===== src/ud128_pkg.sv =====
// Shared constants and types for the 128-bit unsigned divider.
package ud128_pkg;

    localparam int FIELD_W          = 64;
    localparam int FULL_W           = 2 * FIELD_W;
    localparam int OPERAND_BITS_DEF = 128;

    // Control that travels with each pipeline slot.
    typedef struct packed {
        logic valid;
        logic dz;
    } t_ctl;

endpackage


===== src/ud128_stage.sv =====
// One registered restoring-division step: shift in a dividend bit, trial subtract.
module ud128_stage #(
    parameter int W = ud128_pkg::OPERAND_BITS_DEF
) (
    input  logic            i_clk,
    input  logic            i_rst_n,
    input  logic            i_en,
    input  ud128_pkg::t_ctl i_ctl,
    input  logic [W-1:0]    i_rem,
    input  logic [W-1:0]    i_nq,
    input  logic [W-1:0]    i_div,
    output ud128_pkg::t_ctl o_ctl,
    output logic [W-1:0]    o_rem,
    output logic [W-1:0]    o_nq,
    output logic [W-1:0]    o_div
);

    ud128_pkg::t_ctl r_ctl;
    logic [W-1:0]    r_rem;
    logic [W-1:0]    r_nq;
    logic [W-1:0]    r_div;

    logic [W:0]      trial;
    logic [W+1:0]    diff;
    logic            fits;
    logic [W-1:0]    n_rem;
    logic [W-1:0]    n_nq;

    // nq holds the unconsumed dividend bits on top and quotient bits below
    always_comb begin
        trial = {i_rem, i_nq[W-1]};
        diff  = {1'b0, trial} - {2'b00, i_div};
        fits  = ~diff[W+1];
        n_rem = fits ? diff[W-1:0] : trial[W-1:0];
        n_nq  = {i_nq[W-2:0], fits};
    end

    always_ff @(posedge i_clk) begin
        if (!i_rst_n) begin
            r_ctl <= '0;
        end else if (i_en) begin
            r_ctl <= i_ctl;
        end
    end

    always_ff @(posedge i_clk) begin
        if (i_en) begin
            r_rem <= n_rem;
            r_nq  <= n_nq;
            r_div <= i_div;
        end
    end

    assign o_ctl = r_ctl;
    assign o_rem = r_rem;
    assign o_nq  = r_nq;
    assign o_div = r_div;

endmodule


===== config.mk =====
export PLATFORM = sky130hd
export DESIGN_NAME = ud128_stage
export DESIGN_NICKNAME = d
export VERILOG_FILES = /design/src/ud128_pkg.sv /design/src/ud128_stage.sv
export SDC_FILE = /design/constraint.sdc
export NUM_CORES = 1
export LEC_CHECK = 0
export BUFFER_PORTS_ARGS = -buffer_cell sky130_fd_sc_hd__buf_2
export CORE_AREA = 10 10 296 298
export DETAILED_ROUTE_END_ITERATION = 10
export DIE_AREA = 0 0 306 308
export PLACE_DENSITY = 0.53
export SYNTH_ARGS = -nofsm -noshare
export SYNTH_HDL_FRONTEND = slang
export SYNTH_SLANG_ARGS = --single-unit

===== constraint.sdc =====
create_clock -name i_clk -period 11.7 [get_ports i_clk]
set_input_delay 2.925 -clock i_clk [delete_from_list [all_inputs] [get_ports i_clk]]
set_output_delay 2.925 -clock i_clk [all_outputs]
set_load 0.05 [all_outputs]

=== Word-level counts from Yosys, hierarchy flattened ===
Cells that the tools add are included.

* $add $sub $neg: 1
* Muxes and demuxes: 1
* Bitwise operators: 1

{| class="wikitable"
|+ Operators with widths
! kind !! count
|-
| 129-bit by 128-bit subtractor with 130-bit output || 1
|-
| 128-bit 2-to-1 mux || 1
|-
| 1-bit inverter || 1
|}

* Output and inout bits: 386
* Register bits: 386
* Bits of input ports: 389
* Logic and storage cells: 8

=== Depth between registers and ports, before layout ===
* Depth after elaboration: 2
* Depth in mapped cells: 17

=== Least setup slack after synthesis ===
Ideal clock, no wire load.

* Path kind: input to register
* Start: input i_nq[127]
* End: register r_rem[124] (netlist: o_rem[124]) (data pin)
* Path slack: 5.698 ns
* Cell stages on the path: 15
* Data required time: 11.436 ns
* Arrival time: 5.738 ns
* Path buffers: 0
* Cells stage by stage: inv_1 ha_1 inv_1 fa_1 a21o_1 a311o_1 a22oi_1 o21ai_1 a22oi_2 a211oi_2 o31ai_2 o41ai_2 a311oi_1 xor2_1 o21ai_1

* Longest elaborated chain between the ends: 2

{| class="wikitable"
|+ Ends and longest elaborated chain
! item !! RTL line !! text
|-
| start, declared || ud128_stage.sv:10 || <nowiki>input logic [W-1:0] i_nq,</nowiki>
|-
| 129-bit by 128-bit subtractor with 130-bit output || ud128_stage.sv:32 || <nowiki>diff = {1'b0, trial} - {2'b00, i_div};</nowiki>
|-
| 128-bit 2-to-1 mux || ud128_stage.sv:34 || <nowiki>n_rem = fits ? diff[W-1:0] : trial[W-1:0];</nowiki>
|-
| via n_rem[124] || ud128_stage.sv:26 || <nowiki>logic [W-1:0] n_rem;</nowiki>
|-
| end signal, assigned || ud128_stage.sv:48 || <nowiki>r_rem <= n_rem;</nowiki>
|-
| end, declared || ud128_stage.sv:19 || <nowiki>logic [W-1:0] r_rem;</nowiki>
|}

The timed path passes the listed nets, and every way through them passes these cells.
A chain may end at the register's enable or synchronous reset.

=== Worst setup path in the final report ===
* Start: input i_div[57]
* End: register r_rem[58] (netlist: o_rem[58]) (data pin)

* Longest elaborated chain between the ends: 2

{| class="wikitable"
|+ Ends and longest elaborated chain
! item !! RTL line !! text
|-
| start, declared || ud128_stage.sv:11 || <nowiki>input logic [W-1:0] i_div,</nowiki>
|-
| 129-bit by 128-bit subtractor with 130-bit output || ud128_stage.sv:32 ||
|-
| 128-bit 2-to-1 mux || ud128_stage.sv:34 ||
|-
| via n_rem[58] || ud128_stage.sv:26 ||
|}

The timed path passes the listed nets, and every way through them passes these cells.

==> flow_summary.json <==
{
  "placedInstanceArea_sq_um": 26810,
  "detail_route.first_pass.iterations": 5,
  "detail-route-antenna-nets": 0,
  "placeableCoreArea_sq_um": 81580,
  "grt_util_all_layers": 0.1860,
  "tritoncts_clock_tree": "built",
  "timing.final.hold_violations": 0,
  "static_leakage_power_nw": 12.19,
  "synth-edff-count": 384,
  "cts-root-to-sink-buffers": 3,
  "routed_wire_length_um": 93530,
  "total_switching_power_w": 0.001772,
  "cap_viol_max_count": 0,
  "setup-violations-final": 0,
  "vdd.ir_drop.worst_mv": 0.1685,
  "die-height_um": 308,
  "areaGrowthSynthToFinish_pct": 29.17,
  "first_global_vias": 19210,
  "synthMuxAreaShare": 0.002054,
  "wire_length_of_the_first_global_routing_pass_um": 131500,
  "crit_type": "in -> reg",
  "power_per_cell_area_nw_per_um2": 166.9,
  "critical_path_arrival_ps": 7310,
  "layout.nets": 3360,
  "period_minus_slack_ps": 7038,
  "place.gp.congestion": 0.8943,
  "syn_area_per_cell_sq_um": 10.50,
  "top_level_ports": 775,
  "placement_rows": 105,
  "netlist.area_leader.share": 0.5258,
  "power.sequential.fraction": 0.370,
  "postSynth.asyncResetShare": 0,
  "power.share.clock": 0.310,
  "ctsHoldBuffers": 0,
  "detailedPlacementHpwl_um": 77620,
  "post-synth-top-area-cell": "sky130_fd_sc_hd__edfxtp_1",
  "place_ws_ps": 3881,
  "cp-start-kind": "input port",
  "status": "complete, no violations",
  "power.internal_w": 0.002957,
  "most_frequent_cell_after_synthesis": "sky130_fd_sc_hd__edfxtp_1",
  "timing.critical_path.required_ps": 11970,
  "synth_compound_gate_area_share": 0.1775,
  "netSwitchingFraction": 0.3747,
  "grt-ovfl-total": 0,
  "die_w_um": 306,
  "post_synth_instance_area_sq_um": 21930,
  "synth_fa_ha_area_frac": 0.07394,
  "post_synth_and_or_nand_nor_area_fraction": 0.1256,
  "number_of_buffers_inserted_during_clock_tree_synthesis": 45,
  "final_layout_size_suffix_gt1_frac": 0.3100,
  "cts.clk_slew.worst_paths_ps": 60,
  "post_cts.repair.setup_buffers": 0,
  "fmaxAchievable_mhz": 142.1,
  "vias_per_cell": 4.860,
  "postSynthCellCount": 2088,
  "placed_cells": 3865,
  "clockRootBuffer": "sky130_fd_sc_hd__clkbuf_16",
  "slew_headroom": 0.3344,
  "layoutNonFillerInstCount": 3952,
  "hp-class": "reg -> reg",
  "clk_latency_ps": 580,
  "comb_power_share": 0.320,
  "netlist-cell-type-count": 91,
  "postCtsResizedCells": 0,
  "ctsHtreeMaxLevel": 2,
  "synth.top_cells.by_area": "sky130_fd_sc_hd__edfxtp_1 (53%), sky130_fd_sc_hd__ha_1 (7.3%), sky130_fd_sc_hd__a21oi_1 (6.1%), sky130_fd_sc_hd__nor2_1 (3.8%), sky130_fd_sc_hd__nand2_1 (3.2%)",
  "post_synth_xor_area_fraction": 0.04752,
  "synth_top_family_by_area": "compound AO/OA/AOI/OAI gates",
  "layout_setup_ws_ps": 4662,
  "worstMarginPinSlew_ps": 998.3,
  "report.final.slew_viol_count": 0,
  "drcViolationCount": 0,
  "design.die.area_sq_um": 94250,
  "total_nets_after_synthesis": 2606,
  "grt_start_max_net_pins": 123,
  "initial_antenna_violation_count": 16,
  "yosysWarningCount": 0,
  "post-route-period-util": 0.6015,
  "buffer_ports.inserted": 774,
  "synth-main-ff-cell": "sky130_fd_sc_hd__edfxtp_1",
  "synth-seq-cells": 386,
  "wl_per_cell_um": 23.67,
  "setup-tns-final_ps": 0,
  "clock_sinks": 386,
  "end_kind": "register",
  "post_synth_top_cells": "sky130_fd_sc_hd__edfxtp_1 (384), sky130_fd_sc_hd__a21oi_1 (267), sky130_fd_sc_hd__nor2_1 (223), sky130_fd_sc_hd__nand2_1 (188), sky130_fd_sc_hd__inv_1 (158)",
  "initialDrtViolationCount": 1437,
  "final.setup_skew_ps": 0,
  "rsz0062_at_grt": "no",
  "ys_seq_area_frac": 0.5276,
  "via_count": 19210,
  "timing.critical_path.fanout_max": 122,
  "initial_utilization": 0.2688,
  "final_cell_area_sq_um": 28330
}
## sequential cells by signal (all words and copies together) (netlist names)
| name | flops |
|---|---|
| o_ctl | 2 |
| o_div | 128 |
| o_nq | 128 |
| o_rem | 128 |
## placed cells by master (no fill, tap or decap), types with 55 or more instances in the layout
cell,n
sky130_fd_sc_hd__xor2_1,55
sky130_fd_sc_hd__xnor2_1,64
sky130_fd_sc_hd__ha_1,128
sky130_fd_sc_hd__nor2_1,223
sky130_fd_sc_hd__edfxtp_1,384
sky130_fd_sc_hd__a21oi_1,267
sky130_fd_sc_hd__o21ai_0,119
sky130_fd_sc_hd__nand2_1,188
sky130_fd_sc_hd__a21o_1,59
sky130_fd_sc_hd__inv_1,158
sky130_fd_sc_hd__buf_2,773
## worst paths after layout
kind / startpoint / endpoint / slack, ps / cells after the start
worst min-delay path: o_ctl[1]$_SDFFE_PN0P_ / o_ctl[1]$_SDFFE_PN0P_ / 520 / 2
worst max register to register: o_ctl[0]$_SDFFE_PN0P_ / o_ctl[0]$_SDFFE_PN0P_ / 11110 / 2
worst max-delay path: i_div[57] / o_rem[58]$_DFFE_PP_ / 4660 / 15
worst min register to register: o_ctl[1]$_SDFFE_PN0P_ / o_ctl[1]$_SDFFE_PN0P_ / 520 / 2
## area by class of cell
type,count,area [sq um]
diodes,8,20.02
clock buffers,62,1221
clock inverters,17,274.0
fillers,8473,53260
inverters,159,601.8
multi-input cells,1468,9358
flip-flops and latches,386,11570
well taps,1070,1339
repair buffers,782,3944
## stage by stage
step	hold WS, ps	utilization	power [W]
after floorplan	742.9	-	0.002822
after global placement	496.0	0.3287	0.003293
after detailed placement	506.0	0.3287	0.003295
after CTS	523.6	0.3470	0.004792
after global routing	551.9	0.3471	0.004932
final	516.8	0.3472	0.004729
## critical path, cell delays in order
cell,delay [ps]
sky130_fd_sc_hd__buf_2,100
sky130_fd_sc_hd__inv_1,60
sky130_fd_sc_hd__ha_1,410
sky130_fd_sc_hd__nand4_1,180
sky130_fd_sc_hd__nor3_2,250
sky130_fd_sc_hd__nand3_1,170
sky130_fd_sc_hd__or4_4,460
sky130_fd_sc_hd__o22ai_1,460
sky130_fd_sc_hd__o21bai_1,120
sky130_fd_sc_hd__a21boi_1,250
sky130_fd_sc_hd__or4_4,220
sky130_fd_sc_hd__nand2_4,70
sky130_fd_sc_hd__inv_6,580
sky130_fd_sc_hd__buf_4,740
sky130_fd_sc_hd__a21oi_1,180
## layer usage
layer | vias to the layer above | GRT usage | wire (um) | part of all wire
li1 | 9190 | - | - | -
met1 | 9135 | 0.2128 | 36540 | 0.39
met2 | 749 | 0.3292 | 46860 | 0.50
met3 | 124 | 0.05269 | 7136 | 0.076
met4 | 10 | 0.06283 | 2912 | 0.031
met5 | - | 0 | 75 | 0.00080
## kinds of logic (layout without fill, tap and decap cells)
kind of cell / Yosys count / count (layout)
other: 0 / 8
AOI/OAI and AO/OA: 623 / 623
DFF: 386 / 386
xor gates and xnor gates: 119 / 119
muxes: 4 / 4
adders and majority gates: 129 / 129
buffers and inverters: 234 / 1020
and+or+nand+nor: 593 / 593
## power by group through the flow
| stage | registers [W] | clock network, W | logic [W] |
|---|---|---|---|
| 2_1_floorplan | 0.00231 | 0 | 0.000512 |
| 3_3_place_gp | 0.00178 | 0 | 0.00152 |
| 3_5_place_dp | 0.00178 | 0 | 0.00152 |
| 4_1_cts | 0.00175 | 0.00152 | 0.00152 |
| 5_1_grt | 0.00177 | 0.00156 | 0.00161 |
| 6_report | 0.00175 | 0.00146 | 0.00151 |
(Power assumes the default switching activity.)
